===== config.mk =====
export PLATFORM = sky130hd
export DESIGN_NAME = bvo_ram
export DESIGN_NICKNAME = d
export VERILOG_FILES = /design/src/rtl/bvo_ram.sv
export SDC_FILE = /design/constraint.sdc
export NUM_CORES = 1
export LEC_CHECK = 0
export CORE_ASPECT_RATIO = 0.7
export CORE_MARGIN = 10
export CORE_UTILIZATION = 45
export DETAILED_ROUTE_END_ITERATION = 10
export DONT_BUFFER_PORTS = 1
export PLACE_DENSITY = 0.6
export SYNTH_ARGS = -nofsm -noshare
export SYNTH_HDL_FRONTEND = slang
export SYNTH_SLANG_ARGS = --single-unit

===== constraint.sdc =====
create_clock -name i_clk -period 2.49 [get_ports i_clk]
set_input_delay 0.3735 -clock i_clk [delete_from_list [all_inputs] [get_ports i_clk]]
set_output_delay 0.3735 -clock i_clk [all_outputs]
set_load 0.01 [all_outputs]

===== src/rtl/bvo_ram.sv =====
// Simple dual-port synchronous RAM, one write port, one registered read port.
// No dependencies.
`default_nettype none
module bvo_ram #(
    parameter int W = 8,
    parameter int D = 16
) (
    input  wire logic                 i_clk,
    input  wire logic                 i_we,
    input  wire logic [$clog2(D)-1:0] i_waddr,
    input  wire logic [W-1:0]         i_wdata,
    input  wire logic                 i_re,
    input  wire logic [$clog2(D)-1:0] i_raddr,
    output logic      [W-1:0]         o_rdata
);
    logic [W-1:0] r_mem [D];

    always_ff @(posedge i_clk) begin
        if (i_we) begin
            r_mem[i_waddr] <= i_wdata;
        end
    end

    always_ff @(posedge i_clk) begin
        if (i_re) begin
            o_rdata <= r_mem[i_raddr];
        end
    end
endmodule
`default_nettype wire


# == Yosys cells after proc, flatten, opt, wreduce, memory -nomap -nowiden ==
# Memory sizes are Yosys's and may differ from the RTL's. A register that Yosys moved wholly into a read port is not among the register bits.
# Index checks and enable logic that the tools add are counted.
# classes
mux,2
# op_table
cell,n
1-bit two-way mux,2
# totals
out_inout_bits,8
ramBits,128
memories,1
reg_bits,0
input_bits,19
wordCells,3
# mem_list
memory,words,word_bits,read_ports,rd_ports_with_merged_regs,wr,line,rtl
r_mem,16,8,1,1,1,16,logic [W-1:0] r_mem [D];

# == Logic depth before layout (Yosys ltp) ==
# Gate-level depths: netlist (run 1).
# logic_depth
word_depth,2
mapped_depth,5
depth_no_buf,3

# == Least setup slack after synthesis (run 1) ==
# No wires, ideal clock.
# synth_path
kind,input -> register
start,input i_waddr[2]
end,memory r_mem[0][0] (enable)
t_required_ns,2.107
path_slack_ns,0.624
t_arrival_ns,1.483
setup_ns,0.383
cell_stages,2
path_buffers,0
path_cell_list,or3b_2 > nor3_1
# synth_rtl
item,line,rtl
from (decl),10,"input wire logic [$clog2(D)-1:0] i_waddr,"
to (decl),16,
# Straight into the memory's write port.

==> out/qor.csv, run 1 <==
stage,metric,value,unit
drt,wl,11000,um
worst_setup_path,endpoint_kind,flip-flop,
global_route,grt_pass1_wl,16600,um
final_layout,fill_cells,853,
die,die_w,149,um
drt,via_per_inst,5.69,
sta,worst_pin_slew,0.768,ns
clocking,h-tree-depth,4,
synthesis,yosysUniqueCellTypes,18,
place,dp_cells,382,
global_route,track_usage,14.5,%
final_layout,mostFrequentLayoutCells,"edfxtp_1, mux4_2, clkbuf_16",
clocking,cts_tree,done,
sta,tns,0,ns
sta,setup_viol,0,
pwr,peakVddDrop,0.478,mV
worst_setup_path,rr_startpoint,r_mem[9][1]$_DFFE_PP_,
drt,via_count,2350,
final_layout,drive_gt1_share,20.8,%
drt,first_pass_iters,5,
synthesis,synth-edff-count,136,
die,start_util,46.8,%
worst_setup_path,worst_setup_path_start_kind,flip-flop,
die,die-height,110,um
run_status,status,finished clean,
sta,relSlewSlack,48.6,%
drt,drt_iter0_markers,286,
final_layout,nNetsFinal,267,
global_route,overflow,0,
drt,postRouteAntennaNets,0,
sta,rsz0062_at_grt,no,
global_route,grt_pass1_vias,2442,
min_path,hold_path.class,in2reg,
clocking,cts.path.max_buffers,2,
synthesis,yosysTopAreaCell,edfxtp_1,
global_route,grt_max_degree,33,
sta,slew_violations,0,
synthesis,synth_warnings,0,
worst_setup_path,r2r_slack,0.88,ns
global_route,antenna_found_initial,0,
clocking,cts_root_buffer,clkbuf_16,
clocking,post_cts_buffers,0,
final_layout,post-route-util,53.5,%
die,io_pins,27,
synthesis,yosys.area.top_type_share,78.1,%
sta,min_period,1.61,ns
place,io_buffers,0,
pwr,powerDensity,865,mW/mm^2
sta,final_hold_viol_count,0,
synthesis,syn-num-nets,248,
place,place_congestion,0.727,
final_layout,syn2layout_area_growth,14.3,%
sta,fin_crit_sh,64.6,%
sta,whs,0.0547,ns
worst_setup_path,cp_max_fo,1,
drt,drc,0,
synthesis,ys_ff_latch,136,
worst_setup_path,critPathKind,reg2reg,
die,core_area,0.0112,sq mm
clocking,clk_pin_slew,0.06,ns
die,rows,32,
clocking,cts_resized,0,
final_layout,antenna_cells,0,
min_path,hold_start,i_wdata[7],
synthesis,synth_area,0.00523,sq mm
sta,finClkSkew,0.00886,ns
drt,wl_per_cell,26.6,um
clocking,hold_buffers,0,
sta,fmax,621,MHz
final_layout,fin_cells,413,
synthesis,yosysSeqAreaShare,78.1,%
synthesis,ys_dominant_reg_cell,edfxtp_1,
synthesis,synth_cells,229,
clocking,clk-insertion-delay-late,0.41,ns
synthesis,synth.top_cells.by_area,"edfxtp_1, mux4_2, mux4_1",
clocking,clock-sinks,136,
synthesis,syn_area_per_cell,22.8,sq um
worst_setup_path,required,2.64,ns
run,drv_cap,0,
pwr,leakagePower,1.93,nW
worst_setup_path,cp-startpoint,r_mem[9][1]$_DFFE_PP_,
final_layout,layout_commonest_cell,edfxtp_1,
synthesis,synthArstFlopShare,0,%
worst_setup_path,crit_arrival,1.76,ns
die,dieArea,0.0164,sq mm
clocking,cts_inserted_buffers,17,
place,dp_hpwl,6990,um
[cell type report]
| cell class | count | area [sq um] | share of cell area [%] |
|---|---|---|---|
| flip-flops and latches | 136 | 4080 | 68.3 |
| well taps | 153 | 191 | 3.20 |
| multi-input cells | 83 | 1060 | 17.7 |
| clock inverters | 11 | 131 | 2.20 |
| clock buffers | 20 | 437 | 7.31 |
| repair buffers | 10 | 75.1 | 1.26 |
[through the flow]
| stage | setup slack (ns) | power [mW] | area (sq um) |
|---|---|---|---|
| 6_report | 0.881 | 5.17 | 5980 |
| 5_1_grt | 0.816 | 5.33 | 5980 |
| 4_1_cts | 0.876 | 5.21 | 5980 |
| 3_5_place_dp | 0.809 | 2.80 | 5410 |
| 3_3_place_gp | 0.851 | 2.80 | 5410 |
| 2_1_floorplan | 0.624 | 2.77 | 5230 |
[state kept, by name, indices dropped and copies added (netlist names)]
name,count
r_mem,128
o_rdata,8
[synthesized netlist by cell type (2+ instances only)]
master	count
nand2b_1	2
a22oi_1	16
mux4_1	14
edfxtp_1	136
nor3_1	4
buf_6	3
buf_2	3
clkdlybuf4s25_2	3
mux4_2	18
nor2_1	13
nand2_1	9
nand3b_1	2
[kinds of logic (layout without fill, tap and decap cells)]
| family | count (synthesis) | in the layout | synth area share [%] |
|---|---|---|---|
| and+or+nand+nor | 35 | 35 | 3.14 |
| buffers and inverters | 10 | 41 | 1.65 |
| DFF | 136 | 136 | 78.1 |
| AOI/OAI and AO/OA | 16 | 16 | 2.30 |
| muxes | 32 | 32 | 14.8 |
[worst max-delay path, cell delays in order (launching register included)]
cell,delay (ns)
edfxtp_1,0.39
mux4_1,0.60
a22oi_1,0.27
nand2_1,0.08
[power breakdown]
| group | total, mW | switching [mW] | leakage (nW) | internal, mW |
|---|---|---|---|---|
| registers | 2.61 | 0.0225 | 1.24 | 2.58 |
| logic | 0.144 | 0.0683 | 0.423 | 0.0756 |
| clock network | 2.42 | 0.870 | 0.272 | 1.55 |
| total | 5.17 | 0.961 | 1.93 | 4.21 |
[path summary, 6_finish.rpt]
kind,cells after the start,endpoint
setup / recovery,3,o_rdata[1]$_DFFE_PP_
hold / removal,0,r_mem[5][7]$_DFFE_PP_
setup reg to reg,3,o_rdata[1]$_DFFE_PP_
hold reg to reg,3,o_rdata[5]$_DFFE_PP_
[routing by layer]
layer | GRT usage [%] | share of wire, % | vias up
met2 | 18.4 | 41 | 107
met5 | 0 | 0 | -
met1 | 22.0 | 48 | 1221
li1 | - | - | 1017
met4 | 4.40 | 0.42 | 0
met3 | 5.86 | 10 | 5
(Power assumes the default switching activity.)
==> run 2: changes to the inputs <==
Clock period 2.49 ns to 1.65 ns, I/O delays scaled along.
==> run 2 against run 1 <==
Via count is 0.77% higher. Largest cell class unchanged. Die area stayed put. Global-route usage is 0.98 points lower. Hold slack better by 0.16 ns. Sequential share of layout area is 2.0 points lower. Register-to-register slack worse by 0.69 ns.
==> out/qor.csv, run 2 (synthesis results as in run 1) <==
stage,metric,value,unit,change
die,start_util,46.8,%,unchanged
final_layout,mostFrequentLayoutCells,"edfxtp_1, mux4_2, clkbuf_16",,
place,place_congestion,0.710,,-2.3%
worst_setup_path,r2r_slack,0.19,ns,-0.69 ns
clocking,hold_buffers,9,,+9
drt,via_per_inst,5.52,,-3.0%
global_route,grt_pass1_wl,15400,um,-6.9%
global_route,antenna_found_initial,1,,+1
drt,postRouteAntennaNets,0,,unchanged
sta,final_hold_viol_count,0,,unchanged
sta,setup_viol,0,,unchanged
clocking,clock-sinks,136,,unchanged
final_layout,nNetsFinal,282,,+5.6%
place,io_buffers,0,,unchanged
run_status,status,finished clean,,
min_path,hold_depth,2,,+2
pwr,leakagePower,2.02,nW,+4.6%
worst_setup_path,reg2regPathDepth,3,,unchanged
sta,min_period,1.46,ns,-0.149 ns
final_layout,largest_reg_flops,128,,unchanged
drt,via_count,2368,,+0.77%
die,rows,32,,unchanged
die,io_pins,27,,unchanged
final_layout,fin_area,0.00616,sq mm,+3.1%
min_path,hold_path.class,in2reg,,
die,die_w,149,um,unchanged
sta,fmax,685,MHz,+10%
drt,drc,0,,unchanged
final_layout,post-route-util,55.1,%,+1.6 points
drt,wl,10500,um,-4.6%
pwr,finalPower,8.04,mW,+56%
worst_setup_path,endpoint_kind,flip-flop,,
clocking,cts.path.max_buffers,2,,unchanged
drt,wl_per_cell,24.4,um,-8.2%
place,place_ws,0.178,ns,-0.631 ns
place,placed_area,0.00546,sq mm,+0.93%
final_layout,layout_commonest_cell,edfxtp_1,,
final_layout,top_regs,"r_mem x128, o_rdata x8",,
clocking,cts_root_buffer,clkbuf_16,,
sta,rsz0062_at_grt,no,,
clocking,cts_tree,done,,
die,core_area,0.0112,sq mm,unchanged
worst_setup_path,cp_max_fo,1,,unchanged
die,die-height,110,um,unchanged
clocking,clk-insertion-delay-late,0.41,ns,about the same
sta,tns,0,ns,unchanged
worst_setup_path,crit_arrival,1.61,ns,-0.15 ns
global_route,grt_max_degree,33,,unchanged
drt,drt_iter0_markers,171,,-40%
sta,relSlewSlack,48.5,%,-0.12 points
clocking,post_cts_buffers,0,,unchanged
final_layout,regMostFlops,r_mem,,
final_layout,syn2layout_area_growth,17.8,%,
clocking,h-tree-depth,4,,unchanged
sta,worst_pin_slew,0.771,ns,+0.00306 ns
clocking,cts_resized,0,,unchanged
worst_setup_path,required,1.80,ns,-0.84 ns
worst_setup_path,critPathKind,reg2reg,,
sta,finClkSkew,0.00809,ns,-0.000763 ns
worst_setup_path,critPathMaxStageDelay,0.51,ns,-0.09 ns
global_route,overflow,0,,unchanged
sta,slew_violations,0,,unchanged
worst_setup_path,cp_cell_sequence,"mux4_1, a22oi_1, nand2_1",,
place,dp_hpwl,6530,um,-6.5%
global_route,grt_pass1_vias,2466,,+0.98%
sta,setup_slack,0.190,ns,-0.691 ns
worst_setup_path,worst_setup_path_start_kind,flip-flop,,
die,dieArea,0.0164,sq mm,unchanged
clocking,cts_inserted_buffers,17,,unchanged
sta,fin_crit_sh,88.5,%,+24 points
pwr,peakVddDrop,0.695,mV,+45%
clocking,clk_pin_slew,0.06,ns,about the same
run,drv_cap,0,,unchanged
global_route,track_usage,13.6,%,-0.98 points
drt,first_pass_iters,6,,+1
worst_setup_path,critPathSlowestCell,mux4_1,,
final_layout,drive_gt1_share,23.6,%,+2.9 points
final_layout,fill_cells,846,,-0.82%
pwr,powerDensity,1310,mW/mm^2,+51%
## run 2: cell count changes in the layout (fill, tap and decap cells not counted), moves of 2 or more
cell	before	now
clkinv_4	0	2
buf_4	10	16
dlygate4sd3_1	0	9
clkbuf_1	3	0
## run 2: cell type report
class	count	area, sq um	area share (%)
flip-flops and latches	136	4080	66.3
multi-input cells	83	1060	17.2
diodes	1	2.50	0.0406
repair buffers	25	210	3.41
well taps	153	191	3.11
clock inverters	14	183	2.97
clock buffers	17	425	6.91
## run 2: report_power, final
part           leakage [nW]  internal (mW)  total [mW]  switching, mW
sequential             1.24           3.90        3.93         0.0352
combinational         0.495          0.131       0.272          0.141
clock                 0.290           2.50        3.84           1.34
total                  2.02           6.53        8.04           1.52
## run 2: critical path: cells and delay by family (launching register included)
kind | cells | cell delay [ns]
AND/OR/NAND/NOR | 1 | 0.08
AO/OA/AOI/OAI | 1 | 0.25
multiplexers | 1 | 0.51
flip-flops | 1 | 0.36
## run 2: path summary, 6_finish.rpt
path / from / endpoint
hold / removal: i_waddr[1] / r_mem[0][5]$_DFFE_PP_
setup / recovery: r_mem[9][4]$_DFFE_PP_ / o_rdata[4]$_DFFE_PP_
setup reg to reg: r_mem[9][4]$_DFFE_PP_ / o_rdata[4]$_DFFE_PP_
hold reg to reg: r_mem[12][2]$_DFFE_PP_ / o_rdata[2]$_DFFE_PP_
## run 2: stage by stage
stage               instances  hold slack (ns)
floorplan                 229            0.346
global placement          388            0.348
detailed placement        388            0.348
CTS                       428            0.192
global route              428            0.200
finish                    429            0.210
## run 2: per-layer routing
layer,GRT usage (%),up-vias,share of wire [%]
met3,4.85,13,6.6
met4,6.28,0,1.1
li1,-,1048,-
met1,18.5,1238,48
met2,19.1,69,44
met5,0,-,0
